$ cat config.mk
export PLATFORM = sky130hd
export DESIGN_NAME = drip_rate_controller
export DESIGN_NICKNAME = d
export VERILOG_FILES = /design/src/design/drc_pkg.sv /design/src/design/drc_serial_div.sv /design/src/design/drc_core.sv /design/src/design/drip_rate_controller.sv
export SDC_FILE = /design/constraint.sdc
export NUM_CORES = 1
export LEC_CHECK = 0
export BUFFER_PORTS_ARGS = -buffer_cell sky130_fd_sc_hd__buf_2
export CORE_MARGIN = 4
export CORE_UTILIZATION = 50
export DETAILED_ROUTE_END_ITERATION = 8
export GPL_ROUTABILITY_DRIVEN = 0
export PLACE_DENSITY = 0.77
export SETUP_SLACK_MARGIN = 0.1
export SLEW_MARGIN = 5
export SYNTH_ARGS = -nofsm -noshare
export SYNTH_HDL_FRONTEND = slang
export SYNTH_HIERARCHICAL = 1
export SYNTH_SLANG_ARGS = --single-unit
$ cat constraint.sdc
create_clock -name clk_i -period 11.35 [get_ports clk_i]
set_input_delay 1.135 -clock clk_i [delete_from_list [all_inputs] [get_ports clk_i]]
set_output_delay 1.135 -clock clk_i [all_outputs]
set_load 0.01 [all_outputs]
$ cat src/design/drc_pkg.sv
// Package for the drip-rate controller: widths, constants, configuration
// and result structs, state and code enums shared by all modules.
// No dependencies.
package drc_pkg;

  // Width of the millisecond time base; differences wrap modulo 2**TIME_BITS.
  localparam int unsigned TIME_BITS    = 32;
  // Proportional gain is error / GAIN_DIVISOR, truncated toward zero.
  localparam int unsigned GAIN_DIVISOR = 5;

  // Serial divider width: covers pot * 100 (up to 102300) and 60000.
  localparam int unsigned DIV_BITS = 17;
  localparam int unsigned CNT_BITS = $clog2(DIV_BITS + 1);

  localparam int unsigned DROP_NUMERATOR = 60000;
  localparam int unsigned POT_FULL_SCALE = 1023;
  localparam logic [8:0]  RATE_MAX       = 9'd511;
  localparam logic [7:0]  SERVO_RESET    = 8'd90;

  // Configuration reset values.
  localparam logic [15:0] LOCKOUT_RESET   = 16'd150;
  localparam logic [15:0] PERIOD_RESET    = 16'd1000;
  localparam logic [7:0]  DEADBAND_RESET  = 8'd5;
  localparam logic [7:0]  SERVO_MIN_RESET = 8'd20;
  localparam logic [7:0]  SERVO_MAX_RESET = 8'd160;
  localparam logic [7:0]  MARGIN_RESET    = 8'd15;
  localparam logic [15:0] OCCLUSION_RESET = 16'd12000;
  localparam logic [15:0] REPEAT_RESET    = 16'd500;

  typedef logic [TIME_BITS-1:0] ms_t;
  typedef logic [DIV_BITS-1:0]  div_word_t;

  // Configuration register indexes.
  typedef enum logic [2:0] {
    CFG_LOCKOUT   = 3'd0,
    CFG_PERIOD    = 3'd1,
    CFG_DEADBAND  = 3'd2,
    CFG_SERVO_MIN = 3'd3,
    CFG_SERVO_MAX = 3'd4,
    CFG_MARGIN    = 3'd5,
    CFG_OCCLUSION = 3'd6,
    CFG_REPEAT    = 3'd7
  } cfg_idx_e;

  // Alarm action codes.
  typedef enum logic [1:0] {
    ALARM_NONE      = 2'd0,
    ALARM_OVERFLOW  = 2'd1,
    ALARM_OCCLUSION = 2'd2,
    ALARM_SILENCE   = 2'd3
  } alarm_e;

  // Sequencer states.
  typedef enum logic [3:0] {
    S_IDLE,
    S_TGT_DIV,
    S_CTRL_CHK,
    S_GAIN_DIV,
    S_REPEAT_CHK,
    S_OCCL_CHK,
    S_DROP_CHK,
    S_RATE_DIV,
    S_FINISH
  } seq_state_e;

  typedef struct packed {
    logic [15:0] lockout_ms;
    logic [15:0] control_period_ms;
    logic [7:0]  deadband;
    logic [7:0]  servo_min;
    logic [7:0]  servo_max;
    logic [7:0]  overflow_margin;
    logic [15:0] occlusion_ms;
    logic [15:0] alarm_repeat_ms;
  } cfg_t;

  typedef struct packed {
    logic      start;
    div_word_t dividend;
    div_word_t divisor;
  } div_req_t;

  typedef struct packed {
    logic      done;
    div_word_t quotient;
  } div_rsp_t;

  typedef struct packed {
    logic [6:0] target_rate;
    logic [8:0] drop_rate;
    logic [7:0] servo_position;
    alarm_e     alarm_action;
  } result_t;

endpackage

$ cat src/design/drc_serial_div.sv
// Bit-serial restoring divider: one quotient bit per cycle.
// Depends on drc_pkg.
module drc_serial_div (
  input  logic               clk_i,
  input  logic               rst_ni,
  input  drc_pkg::div_req_t  req_i,
  output drc_pkg::div_rsp_t  rsp_o
);
  import drc_pkg::*;

  logic                busy_q, busy_d;
  logic                done_q, done_d;
  logic [CNT_BITS-1:0] cnt_q, cnt_d;
  div_word_t           rem_q, rem_d;
  div_word_t           quo_q, quo_d;
  div_word_t           dsr_q, dsr_d;

  logic [DIV_BITS:0]   trial;
  logic [DIV_BITS:0]   diff;
  logic                fits;

  // One restoring step: bring down the next dividend bit and try a subtract.
  always_comb begin
    trial = {rem_q, quo_q[DIV_BITS-1]};
    diff  = trial - {1'b0, dsr_q};
    fits  = (trial >= {1'b0, dsr_q});
  end

  always_comb begin
    busy_d = busy_q;
    done_d = 1'b0;
    cnt_d  = cnt_q;
    rem_d  = rem_q;
    quo_d  = quo_q;
    dsr_d  = dsr_q;
    if (req_i.start) begin
      busy_d = 1'b1;
      cnt_d  = CNT_BITS'(DIV_BITS);
      rem_d  = '0;
      quo_d  = req_i.dividend;
      dsr_d  = req_i.divisor;
    end else if (busy_q) begin
      rem_d = fits ? diff[DIV_BITS-1:0] : trial[DIV_BITS-1:0];
      quo_d = {quo_q[DIV_BITS-2:0], fits};
      cnt_d = cnt_q - CNT_BITS'(1);
      if (cnt_q == CNT_BITS'(1)) begin
        busy_d = 1'b0;
        done_d = 1'b1;
      end
    end
  end

  always_ff @(posedge clk_i or negedge rst_ni) begin
    if (!rst_ni) begin
      busy_q <= 1'b0;
      done_q <= 1'b0;
      cnt_q  <= '0;
    end else begin
      busy_q <= busy_d;
      done_q <= done_d;
      cnt_q  <= cnt_d;
    end
  end

  always_ff @(posedge clk_i) begin
    rem_q <= rem_d;
    quo_q <= quo_d;
    dsr_q <= dsr_d;
  end

  // After the last step the shift register holds the quotient.
  assign rsp_o.done     = done_q;
  assign rsp_o.quotient = quo_q;

endmodule

$ cat src/design/drc_core.sv
// Controller sequencer: time base, target, servo and alarm state, and the
// step-by-step control pass. Depends on drc_pkg and drc_serial_div.
module drc_core (
  input  logic              clk_i,
  input  logic              rst_ni,
  input  drc_pkg::cfg_t     cfg_i,
  input  logic              in_valid_i,
  output logic              in_stall_o,
  input  logic              kind_i,
  input  logic [9:0]        pot_value_i,
  output logic              res_valid_o,
  input  logic              res_ready_i,
  output drc_pkg::result_t  res_o
);
  import drc_pkg::*;

  seq_state_e state_q, state_d;
  ms_t        now_q, now_d;
  ms_t        last_drop_q, last_drop_d;
  ms_t        last_ctrl_q, last_ctrl_d;
  ms_t        last_alarm_q, last_alarm_d;
  logic [8:0] rate_q, rate_d;
  logic [7:0] servo_q, servo_d;
  logic [6:0] target_q, target_d;
  alarm_e     alarm_q, alarm_d;
  logic       repeat_ok_q, repeat_ok_d;
  logic       err_neg_q, err_neg_d;

  div_req_t   div_req;
  div_rsp_t   div_rsp;

  ms_t               ref_ms;
  logic [15:0]       lim_ms;
  ms_t               elapsed;
  logic              late;
  div_word_t         drop_divisor;
  logic [10:0]       err;
  logic [10:0]       err_mag;
  logic [9:0]        ovf_limit;
  logic signed [10:0] pos;
  logic signed [10:0] lo_s;
  logic signed [10:0] hi_s;
  logic signed [10:0] clamped;
  logic [10:0]       step;

  drc_serial_div u_div (
    .clk_i  (clk_i),
    .rst_ni (rst_ni),
    .req_i  (div_req),
    .rsp_o  (div_rsp)
  );

  // Shared elapsed-time compare; the state picks the time stamp and limit.
  always_comb begin
    unique case (state_q)
      S_CTRL_CHK: begin
        ref_ms = last_ctrl_q;
        lim_ms = cfg_i.control_period_ms;
      end
      S_REPEAT_CHK: begin
        ref_ms = last_alarm_q;
        lim_ms = cfg_i.alarm_repeat_ms;
      end
      S_OCCL_CHK: begin
        ref_ms = last_drop_q;
        lim_ms = cfg_i.occlusion_ms;
      end
      default: begin
        ref_ms = last_drop_q;
        lim_ms = cfg_i.lockout_ms;
      end
    endcase
    elapsed = now_q - ref_ms;
    late    = (elapsed > ms_t'(lim_ms));
    // Intervals too long for the divider give a zero rate either way.
    drop_divisor = (elapsed > ms_t'({DIV_BITS{1'b1}})) ? '1 : DIV_BITS'(elapsed);
  end

  // Error, overflow limit and clamped servo position.
  always_comb begin
    err       = {4'b0, target_q} - {2'b0, rate_q};
    err_mag   = err[10] ? (11'd0 - err) : err;
    ovf_limit = {3'b0, target_q} + {2'b0, cfg_i.overflow_margin};
    step      = div_rsp.quotient[10:0];
    pos       = err_neg_q ? $signed({3'b0, servo_q} - step)
                          : $signed({3'b0, servo_q} + step);
    lo_s      = $signed({3'b0, cfg_i.servo_min});
    hi_s      = $signed({3'b0, cfg_i.servo_max});
    if (pos < lo_s) begin
      clamped = lo_s;
    end else if (pos > hi_s) begin
      clamped = hi_s;
    end else begin
      clamped = pos;
    end
  end

  // Next state and datapath updates.
  always_comb begin
    state_d      = state_q;
    now_d        = now_q;
    last_drop_d  = last_drop_q;
    last_ctrl_d  = last_ctrl_q;
    last_alarm_d = last_alarm_q;
    rate_d       = rate_q;
    servo_d      = servo_q;
    target_d     = target_q;
    alarm_d      = alarm_q;
    repeat_ok_d  = repeat_ok_q;
    err_neg_d    = err_neg_q;
    div_req      = '0;
    in_stall_o   = 1'b1;
    res_valid_o  = 1'b0;

    unique case (state_q)
      S_IDLE: begin
        in_stall_o = 1'b0;
        if (in_valid_i) begin
          if (!kind_i) begin
            // Tick: advance time and start target = pot * 100 / 1023.
            now_d            = now_q + ms_t'(1);
            div_req.start    = 1'b1;
            div_req.dividend = DIV_BITS'({pot_value_i, 6'b0})
                             + DIV_BITS'({pot_value_i, 5'b0})
                             + DIV_BITS'({pot_value_i, 2'b0});
            div_req.divisor  = DIV_BITS'(POT_FULL_SCALE);
            state_d          = S_TGT_DIV;
          end else begin
            state_d = S_DROP_CHK;
          end
        end
      end
      S_TGT_DIV: begin
        if (div_rsp.done) begin
          target_d = div_rsp.quotient[6:0];
          state_d  = S_CTRL_CHK;
        end
      end
      S_CTRL_CHK: begin
        state_d = S_REPEAT_CHK;
        if (late) begin
          last_ctrl_d = now_q;
          if (err_mag > {3'b0, cfg_i.deadband}) begin
            err_neg_d        = err[10];
            div_req.start    = 1'b1;
            div_req.dividend = DIV_BITS'(err_mag);
            div_req.divisor  = DIV_BITS'(GAIN_DIVISOR);
            state_d          = S_GAIN_DIV;
          end
        end
      end
      S_GAIN_DIV: begin
        if (div_rsp.done) begin
          servo_d = clamped[7:0];
          state_d = S_REPEAT_CHK;
        end
      end
      S_REPEAT_CHK: begin
        repeat_ok_d = late;
        if ((target_q != '0) && ({1'b0, rate_q} > ovf_limit)) begin
          // Overflow wins over occlusion.
          if (late) begin
            last_alarm_d = now_q;
            alarm_d      = ALARM_OVERFLOW;
          end else begin
            alarm_d = ALARM_NONE;
          end
          state_d = S_FINISH;
        end else if (target_q == '0) begin
          alarm_d = ALARM_SILENCE;
          state_d = S_FINISH;
        end else begin
          state_d = S_OCCL_CHK;
        end
      end
      S_OCCL_CHK: begin
        if (late) begin
          if (repeat_ok_q) begin
            last_alarm_d = now_q;
            rate_d       = '0;
            alarm_d      = ALARM_OCCLUSION;
          end else begin
            alarm_d = ALARM_NONE;
          end
        end else begin
          alarm_d = ALARM_SILENCE;
        end
        state_d = S_FINISH;
      end
      S_DROP_CHK: begin
        // Drop items never raise an alarm; lockout filters bounces.
        alarm_d = ALARM_NONE;
        if (late) begin
          last_drop_d      = now_q;
          div_req.start    = 1'b1;
          div_req.dividend = DIV_BITS'(DROP_NUMERATOR);
          div_req.divisor  = drop_divisor;
          state_d          = S_RATE_DIV;
        end else begin
          state_d = S_FINISH;
        end
      end
      S_RATE_DIV: begin
        if (div_rsp.done) begin
          rate_d  = (div_rsp.quotient > DIV_BITS'(RATE_MAX)) ? RATE_MAX
                                                             : div_rsp.quotient[8:0];
          state_d = S_FINISH;
        end
      end
      S_FINISH: begin
        res_valid_o = 1'b1;
        if (res_ready_i) begin
          state_d = S_IDLE;
        end
      end
      default: begin
        state_d = S_IDLE;
      end
    endcase
  end

  always_ff @(posedge clk_i or negedge rst_ni) begin
    if (!rst_ni) begin
      state_q      <= S_IDLE;
      now_q        <= '0;
      last_drop_q  <= '0;
      last_ctrl_q  <= '0;
      last_alarm_q <= '0;
      rate_q       <= '0;
      servo_q      <= SERVO_RESET;
      target_q     <= '0;
      alarm_q      <= ALARM_NONE;
    end else begin
      state_q      <= state_d;
      now_q        <= now_d;
      last_drop_q  <= last_drop_d;
      last_ctrl_q  <= last_ctrl_d;
      last_alarm_q <= last_alarm_d;
      rate_q       <= rate_d;
      servo_q      <= servo_d;
      target_q     <= target_d;
      alarm_q      <= alarm_d;
    end
  end

  always_ff @(posedge clk_i) begin
    repeat_ok_q <= repeat_ok_d;
    err_neg_q   <= err_neg_d;
  end

  assign res_o.target_rate    = target_q;
  assign res_o.drop_rate      = rate_q;
  assign res_o.servo_position = servo_q;
  assign res_o.alarm_action   = alarm_q;

endmodule

$ cat src/design/drip_rate_controller.sv
// Drip-rate controller top level. A tick item makes one or two passes of the
// bit-serial divider; a drop item makes none or one. One item is in work at a
// time; the result register lets the next item in while a result waits. Reset
// restores all configuration registers to their defaults, time stamps to zero
// and the servo to 90 degrees.
// Depends on drc_pkg and drc_core.
module drip_rate_controller (
  input  logic        clk_i,
  input  logic        rst_ni,
  input  logic        cfg_we_i,
  input  logic [2:0]  cfg_idx_i,
  input  logic [15:0] cfg_data_i,
  input  logic        in_valid_i,
  output logic        in_stall_o,
  input  logic        kind_i,
  input  logic [9:0]  pot_value_i,
  output logic        out_valid_o,
  input  logic        out_stall_i,
  output logic [6:0]  target_rate_o,
  output logic [8:0]  drop_rate_o,
  output logic [7:0]  servo_position_o,
  output logic [1:0]  alarm_action_o
);
  import drc_pkg::*;

  cfg_t    cfg_q, cfg_d;
  logic    out_valid_q, out_valid_d;
  result_t out_q, out_d;
  result_t res;
  logic    res_valid;
  logic    res_ready;

  // Configuration register writes.
  always_comb begin
    cfg_d = cfg_q;
    if (cfg_we_i) begin
      unique case (cfg_idx_e'(cfg_idx_i))
        CFG_LOCKOUT:   cfg_d.lockout_ms        = cfg_data_i;
        CFG_PERIOD:    cfg_d.control_period_ms = cfg_data_i;
        CFG_DEADBAND:  cfg_d.deadband          = cfg_data_i[7:0];
        CFG_SERVO_MIN: cfg_d.servo_min         = cfg_data_i[7:0];
        CFG_SERVO_MAX: cfg_d.servo_max         = cfg_data_i[7:0];
        CFG_MARGIN:    cfg_d.overflow_margin   = cfg_data_i[7:0];
        CFG_OCCLUSION: cfg_d.occlusion_ms      = cfg_data_i;
        CFG_REPEAT:    cfg_d.alarm_repeat_ms   = cfg_data_i;
        default:       cfg_d = cfg_q;
      endcase
    end
  end

  always_ff @(posedge clk_i or negedge rst_ni) begin
    if (!rst_ni) begin
      cfg_q.lockout_ms        <= LOCKOUT_RESET;
      cfg_q.control_period_ms <= PERIOD_RESET;
      cfg_q.deadband          <= DEADBAND_RESET;
      cfg_q.servo_min         <= SERVO_MIN_RESET;
      cfg_q.servo_max         <= SERVO_MAX_RESET;
      cfg_q.overflow_margin   <= MARGIN_RESET;
      cfg_q.occlusion_ms      <= OCCLUSION_RESET;
      cfg_q.alarm_repeat_ms   <= REPEAT_RESET;
    end else begin
      cfg_q <= cfg_d;
    end
  end

  drc_core u_core (
    .clk_i       (clk_i),
    .rst_ni      (rst_ni),
    .cfg_i       (cfg_q),
    .in_valid_i  (in_valid_i),
    .in_stall_o  (in_stall_o),
    .kind_i      (kind_i),
    .pot_value_i (pot_value_i),
    .res_valid_o (res_valid),
    .res_ready_i (res_ready),
    .res_o       (res)
  );

  // Output register: takes a new result when empty or being drained.
  always_comb begin
    res_ready   = !out_valid_q || !out_stall_i;
    out_d       = out_q;
    out_valid_d = out_valid_q && out_stall_i;
    if (res_valid && res_ready) begin
      out_d       = res;
      out_valid_d = 1'b1;
    end
  end

  always_ff @(posedge clk_i or negedge rst_ni) begin
    if (!rst_ni) begin
      out_valid_q <= 1'b0;
    end else begin
      out_valid_q <= out_valid_d;
    end
  end

  always_ff @(posedge clk_i) begin
    out_q <= out_d;
  end

  assign out_valid_o      = out_valid_q;
  assign target_rate_o    = out_q.target_rate;
  assign drop_rate_o      = out_q.drop_rate;
  assign servo_position_o = out_q.servo_position;
  assign alarm_action_o   = out_q.alarm_action;

endmodule
# Word level (Yosys, flattened, before mapping)
# Index checks and enable logic that the tools add are counted.
[word_totals] register_bits=341 input_bits=35 output_inout_bits=28 wordCells=163
[classes] n_addsub=11 n_lt_le_gt_ge=8 n_eq_ne=26 n_mux=55 bitwise_logic=1 n_reduce_logical=32
[ops] operator="35-bit two-way mux" count=5
[ops] operator="32-bit two-way mux" count=4
[ops] operator="32-bit one-hot mux with 2 select lines" count=2
[ops] operator="35-bit one-hot mux with 3 select lines" count=1
[ops] operator="17-bit two-way mux" count=4
[ops] operator="16-bit one-hot mux with 3 select lines" count=1
[ops] operator="4-bit two-way mux" count=9
[ops] operator="9-bit two-way mux" count=4
[ops] operator="4-bit one-hot mux with 9 select lines" count=1
[ops] operator="32-bit by 1-bit adder with 32-bit output, second input constant" count=1
[ops] operator="32-bit by 16-bit greater-than comparator with 1-bit output" count=1
[ops] operator="32-bit by 17-bit greater-than comparator with 1-bit output, second input constant" count=1
[ops] operator="32-bit subtractor" count=1
[ops] operator="2-bit AND reduction" count=13
[ops] operator="11-bit two-way mux" count=2
[ops] operator="18-bit by 17-bit >= comparator with 1-bit output" count=1
[ops] operator="9-bit one-hot mux with 2 select lines" count=1
[ops] operator="16-bit by 15-bit adder with 17-bit output" count=1
[ops] operator="17-bit by 12-bit adder with 17-bit output" count=1
[ops] operator="17-bit by 9-bit greater-than comparator with 1-bit output, second input constant" count=1
[ops] operator="17-bit subtractor" count=1
[ops] operator="4-bit by 3-bit == test with 1-bit output, second input constant" count=4
[ops] operator="8-bit two-way mux" count=2
[ops] operator="3-bit == test, second input constant" count=4
[ops] operator="37 further kinds" count=67

# Longest topological paths before layout
# Gate-level depths: netlist of run 1.
[depth] ltp_word=8 depth_mapped=35 depth_no_buf=28

# By module
# The synthesis of run 1 kept the hierarchy.
[by_module_without_submodules] module="drc_core" instances=1 cells_each=1427 area_per_inst_um2=13132.6 seq_area_each_um2=4018.9
[by_module_without_submodules] module="drip_rate_controller" instances=1 cells_each=241 area_per_inst_um2=4566.9 seq_area_each_um2=3249.4
[by_module_without_submodules] module="drc_serial_div" instances=1 cells_each=326 area_per_inst_um2=3412.0 seq_area_each_um2=1536.5

# Worst setup path after synthesis of run 1
# Ideal clock, no wire load.
[synth_path] kind="register to register" from="reg u_core.state_q[1]" to="reg u_core.u_div.quo_q[0] (enable)" setup_ns=0.326 t_arrival_ns=6.986 required_ns=11.024 path_slack_ns=4.038 path_stages_with_launch=33 path_buffers=8 period_less_slack_ns=7.312 path_cell_list="dfrtp_1 -> buf_2 -> inv_2 -> nor4_2 -> clkbuf_1 -> clkbuf_1 -> a22o_1 -> a21oi_1 -> ha_1 -> a21o_1 -> a211o_1 -> o21ai_2 -> nand2b_1 -> a21oi_1 -> xnor2_1 -> ha_1 -> a21o_1 -> a21o_1 -> a221o_1 -> nand2_1 -> nand3_1 -> a2bb2o_1 -> nor4b_2 -> nand4_2 -> nand2_1 -> buf_4 -> buf_4 -> buf_4 -> nand2_1 -> clkbuf_1 -> nor2_1 -> clkbuf_1 -> inv_1"
[synth_lines] element="from (decl)" line="drc_core.sv:17" rtl="seq_state_e state_q, state_d;"
[synth_lines] element="from (signal assigned)" line="drc_core.sv:234" rtl="state_q <= state_d;"
[synth_lines] element="to (signal assigned)" line="drc_serial_div.sv:67" rtl="quo_q <= quo_d;"
[synth_lines] element="to (decl)" line="drc_serial_div.sv:15" rtl="div_word_t quo_q, quo_d;"

==> impl_metrics.yaml, run 1 <==
status:
  status: "complete, no violations"
yosys:
  syn_inst: 1994
  synth-seq-cells: 341
  synthDistinctLibCells: 99
  ys_seq_area_frac: 0.417
  yosysWarnings: 6
  synth_nets: 2180
  synth_edf_count: 62
  ys.flop_type: "dfrtp_1"
  synthesis.area_mm2: 0.0211
  avgSynthCellArea_um2: 10.6
  synthArstFlopShare: 0.768
global_routing:
  antenna_found_initial: 1
  globalRouteTotalUtil: 0.221
  grt_max_degree: 80
  grt_pass1_vias: 16000
  grt_pass1_wl_mm: 82.7
  grt_overflow: 0
place:
  port_buffers: 62
  dpl.hpwl_mm: 36.7
detailed_routing:
  drc: 0
  vias_per_cell: 6.12
  num_vias: 15900
  drtPass1Iterations: 6
  wl_per_cell_um: 19.6
  wl_mm: 50.8
  antenna_left: 0
  first_iter_violations: 1238
worst_setup_path:
  cp.arrival_ps: 8990
  path_max_fanout: 54
  critPathBufInv: 5
  slowest_stage: "nand2_2"
  startpoint_type: "flip-flop"
  path_class: "flip-flop to flip-flop"
  critical_path.top_delay_family: "simple AND/OR/NAND/NOR gates"
  required_ps: 11520
  cp-end-kind: "flip-flop"
  critPathMaxStageDelay_ps: 1050
clock_tree:
  cts_tree: "yes"
  root_buffer: "clkbuf_16"
  clock_sinks: 341
  cts_htree_levels: 2
  clk_pin_slew_ps: 60
  clk_path_buf_depth: 3
  insertion_delay_ps: 550
  numCtsBuffers: 39
  ctsResizeCount: 0
  post-cts-setup-buffers: 0
  postCtsHoldBufs: 0
timing:
  finalHoldViolCount: 0
  drv_slew: 0
  slew-limit-headroom: 0.165
  whs_ps: 455
  rsz0062_at_grt: "no"
  fmax_mhz: 113
  fin_crit_sh: 0.778
  setup_viol: 0
  tightest_slew_ps: 1250
  tns_ps: 0
  skew_ps: 21.2
  finalWorstPathRequiredPeriod_ps: 8830
layout:
  final_cell_mix: "225 x dfrtp_1, 160 x mux2_2, 140 x nand2_1"
  ff_latch_area_mm2: 0.00880
  layout.cells.most_common: "dfrtp_1"
  synthToLayoutAreaGrowth_pct: 9.61
  final_core_util: 0.553
  drive_above_1_share: 0.212
  multi_input_area_mm2: 0.0115
  antennaDiodeCount: 0
  nets: 2209
  fillCellCount: 3441
power:
  power_density_mw_per_mm2: 337
  irDropWorstVdd_v: 0.000268
  p_leak_uw: 0.0104
floorplan:
  dieWidth_um: 213
  rows: 75
  start_util: 0.504
  ios: 63
  die_y_um: 213
  dieArea_mm2: 0.0456
  core-area_mm2: 0.0419
job:
  cap_violations: 0
worst_hold_path:
  hp-class: "flip-flop to flip-flop"
stage by stage:
step | worst slack (ps) | total power, uW | area (um^2) | instances
after floorplan | 4040 | 5420 | 21100 | 1994
after global placement | 3010 | 6130 | 21800 | 2521
after detailed placement | 2670 | 6330 | 21800 | 2521
after CTS | 2610 | 7710 | 23100 | 2591
after global routing | 1760 | 8310 | 23100 | 2591
final | 2520 | 7810 | 23100 | 2591
state kept, by name, indices dropped and copies added, names as in the netlist, 8 cells and up:
signal,count
u_core/last_alarm_q,32
cfg_q,96
u_core/last_ctrl_q,32
u_core/rate_q,9
u_core/u_div/quo_q,17
drop_rate_o,9
u_core/servo_q,8
u_core/now_q,32
u_core/u_div/rem_q,17
u_core/last_drop_q,32
servo_position_o,8
u_core/u_div/dsr_q,17
cells by family after synthesis:
logic type | after synthesis | synth area share
AND/OR/NAND/NOR | 505 | 0.122
AO/OA/AOI/OAI | 477 | 0.156
flip-flops | 341 | 0.417
multiplexers | 231 | 0.129
buffers and inverters | 187 | 0.0395
adder cells (fa/ha/maj) | 151 | 0.0938
XOR/XNOR | 102 | 0.0423
area by class of cell:
cell class              instances  share of cell area
clock inverters                14             0.00800
repair buffers                 76              0.0184
multi-input cells            1466               0.497
clock buffers                  56              0.0507
inverters                      99              0.0161
flip-flops and latches        341               0.380
well taps                     539              0.0291
where the power goes:
| group | switching (uW) | total (uW) | internal (uW) | leakage, uW |
|---|---|---|---|---|
| logic | 2750 | 4610 | 1860 | 0.00565 |
| clock network | 508 | 1320 | 812 | 0.000670 |
| registers | 244 | 1880 | 1630 | 0.00411 |
Yosys cell counts, drive strengths merged (6+ instances only):
master / instances / area share
dfrtp: 225 / 0.27
mux2: 216 / 0.12
nand2: 148 / 0.027
ha: 139 / 0.082
a21oi: 134 / 0.032
nor2: 129 / 0.023
inv: 99 / 0.018
o21ai: 80 / 0.019
xnor2: 80 / 0.033
edfxtp: 62 / 0.088
clkbuf: 54 / 0.0096
nand3: 42 / 0.010
dfstp: 37 / 0.046
buf: 34 / 0.012
a21o: 32 / 0.011
o211ai: 32 / 0.011
a22o: 31 / 0.013
nor3: 31 / 0.0081
nand4: 28 / 0.0092
a31oi: 22 / 0.0072
xor2: 22 / 0.0091
o21a: 20 / 0.0071
and2: 17 / 0.0051
dfxtp: 17 / 0.016
nand2b: 17 / 0.0050
and3: 16 / 0.0047
a211oi: 15 / 0.0060
mux2i: 15 / 0.0071
nor2b: 14 / 0.0041
and4: 12 / 0.0050
fa: 12 / 0.011
o21bai: 12 / 0.0048
a21boi: 11 / 0.0039
a311oi: 11 / 0.0066
a222oi: 10 / 0.0047
or2: 10 / 0.0030
nor4: 9 / 0.0030
a22oi: 8 / 0.0028
or4: 7 / 0.0027
a211o: 6 / 0.0029
a32oi: 6 / 0.0025
worst reg2reg max path, cell delays in order, from the launching register on:
cell,delay (ps)
dfrtp_1,490
inv_2,130
nor4_4,290
buf_4,570
nor2_2,90
buf_4,250
a21oi_1,220
ha_1,320
a21o_1,250
a211o_1,290
o21ai_2,250
nand2b_1,90
a21oi_1,180
xnor2_1,190
ha_1,300
a21o_1,180
a21o_1,180
a221o_1,340
nand2_1,60
nand3_1,60
a2bb2o_1,360
nor4b_2,260
nand4_2,440
nand2_2,1050
nand2_2,60
buf_4,360
nor2_1,630
inv_1,530
routing by layer:
metal | part of all wire | global-route usage | vias up
li1 | - | - | 7371
met1 | 0.43 | 0.297 | 7748
met2 | 0.47 | 0.363 | 605
met3 | 0.068 | 0.0383 | 140
met4 | 0.035 | 0.0830 | 2
met5 | 0.00026 | 0 | -
worst paths after layout:
kind | start | slack, ps | cells past startpoint | endpoint
worst max-delay path | u_core/state_q[1] | 2520 | 27 | u_core/u_div/quo_q[10]
worst min-delay path | u_core/alarm_q[1] | 450 | 0 | alarm_action_o[1]
worst max register to register | u_core/state_q[1] | 2520 | 27 | u_core/u_div/quo_q[10]
worst min register to register | u_core/alarm_q[1] | 450 | 0 | alarm_action_o[1]
max in group asynchronous | rst_ni | 9570 | 2 | cfg_q[86]
min in group asynchronous | rst_ni | 560 | 1 | u_core/now_q[20]
No activity file was read; power rests on OpenSTA's default activity.
==> run 2, diff against run 1 <==
==> constraint.sdc (replaced) <==
create_clock -name clk_i -period 8.2 [get_ports clk_i]
set_input_delay 0.82 -clock clk_i [delete_from_list [all_inputs] [get_ports clk_i]]
set_output_delay 0.82 -clock clk_i [all_outputs]
set_load 0.01 [all_outputs]
==> impl_metrics.yaml, run 2 (synthesis gave the netlist of run 1 again) <==
clock_tree:
  insertion_delay_ps: 560
  post-cts-setup-buffers: 0
  cts_htree_levels: 2
  clk_path_buf_depth: 3
  clk_pin_slew_ps: 60
  ctsResizeCount: 0
  numCtsBuffers: 38
  root_buffer: "clkbuf_16"
  cts_tree: "yes"
  postCtsHoldBufs: 0
  clock_sinks: 341
layout:
  synthToLayoutAreaGrowth_pct: 9.33
  antennaDiodeCount: 0
  stdcell_count: 2593
  layout.cells.most_common: "dfrtp_1"
  nets: 2213
  final_cell_mix: "225 x dfrtp_1, 160 x mux2_2, 140 x nand2_1"
  stdcell_area_mm2: 0.0231
  largest_register_ffs: 96
  drive_above_1_share: 0.211
  top_register: "cfg_q"
place:
  port_buffers: 62
  dpl_cell_area_mm2: 0.0218
  dpl.hpwl_mm: 36.9
  placed_cells: 2526
status:
  status: "complete, no violations"
worst_setup_path:
  critical_path.top_delay_family: "simple AND/OR/NAND/NOR gates"
  cp.arrival_ps: 7870
  path_class: "flip-flop to flip-flop"
  slowest_stage: "nor2b_1"
  critPathBufInv: 3
  startpoint_type: "flip-flop"
  critPathMaxStageDelay_ps: 580
  crit_cells: 27
  r2r_cells: 27
  path_max_fanout: 23
  required_ps: 8670
  cpMostUsedCell: "nand2_1"
  cp-end-kind: "flip-flop"
floorplan:
  dieWidth_um: 213
  rows: 75
  ios: 63
  dieArea_mm2: 0.0456
  die_y_um: 213
  start_util: 0.504
  core-area_mm2: 0.0419
timing:
  slew-limit-headroom: 0.188
  drv_slew: 0
  tns_ps: 0
  finalHoldViolCount: 0
  setup_viol: 0
  fin_crit_sh: 0.902
  skew_ps: 14.6
  rsz0062_at_grt: "no"
  finalWorstPathRequiredPeriod_ps: 7400
  whs_ps: 331
  tightest_slew_ps: 1220
  fmax_mhz: 135
detailed_routing:
  vias_per_cell: 6.18
  wl_met2_mm: 24.0
  wl_met1_mm: 22.6
  drtPass1Iterations: 6
  wl_mm: 51.3
  antenna_left: 0
  drc: 0
  first_iter_violations: 1541
  num_vias: 16000
  wl_per_cell_um: 19.8
  top_layer_used: "met4"
  wl_met3_mm: 3.23
global_routing:
  grt_pass1_wl_mm: 82.8
  antenna_found_initial: 0
  grt_max_degree: 135
  grt_pass1_vias: 15900
  grt_overflow: 0
  globalRouteTotalUtil: 0.222
worst_hold_path:
  hp-class: "primary input to async pin"
job:
  cap_violations: 0
power:
  p_leak_uw: 0.0104
  power_density_mw_per_mm2: 461
  irDropWorstVdd_v: 0.000456
run 2: cell count changes in the layout (fill, tap and decap cells not counted):
cell        delta
buf_4          +5
inv_6          +1
clkbuf_16      -2
clkinvlp_4     +1
bufinv_16      -1
clkinv_2       -3
inv_4          -1
clkbuf_8       -1
clkinv_4       -2
clkbuf_1       +5
run 2: final timing paths:
| path | from | endpoint | slack [ps] |
|---|---|---|---|
| setup / recovery | u_core/state_q[2] | u_core/u_div/rem_q[14] | 800 |
| hold / removal | rst_ni | u_core/last_drop_q[23] | 330 |
| setup reg to reg | u_core/state_q[2] | u_core/u_div/rem_q[14] | 800 |
| hold reg to reg | u_core/alarm_q[0] | alarm_action_o[0] | 450 |
| max in group asynchronous | rst_ni | u_core/target_q[2] | 6390 |
| min in group clk_i | u_core/alarm_q[0] | alarm_action_o[0] | 450 |
run 2: cell type report:
type	instances	area (um^2)
repair buffers	81	463
flip-flops and latches	341	8800
clock buffers	58	1130
inverters	99	372
multi-input cells	1466	11500
clock inverters	9	133
fillers	3527	18800
well taps	539	674
run 2: power by group:
group,total [uW],switching (uW),internal (uW)
clock,1730,688,1040
combinational,6310,3720,2590
sequential,2590,333,2260
total,10600,4740,5890
run 2: layer usage:
layer,up-vias,track usage
met5,-,0
met4,0,0.0757
met3,99,0.0298
met2,606,0.362
met1,7937,0.309
li1,7374,-
run 2: stage by stage:
stage,worst slack [ps],total power (uW),utilization
2_1_floorplan,888,7510,-
3_3_place_gp,1340,8460,0.521
3_5_place_dp,970,8710,0.521
4_1_cts,943,10500,0.551
5_1_grt,316,11400,0.551
6_report,802,10600,0.551
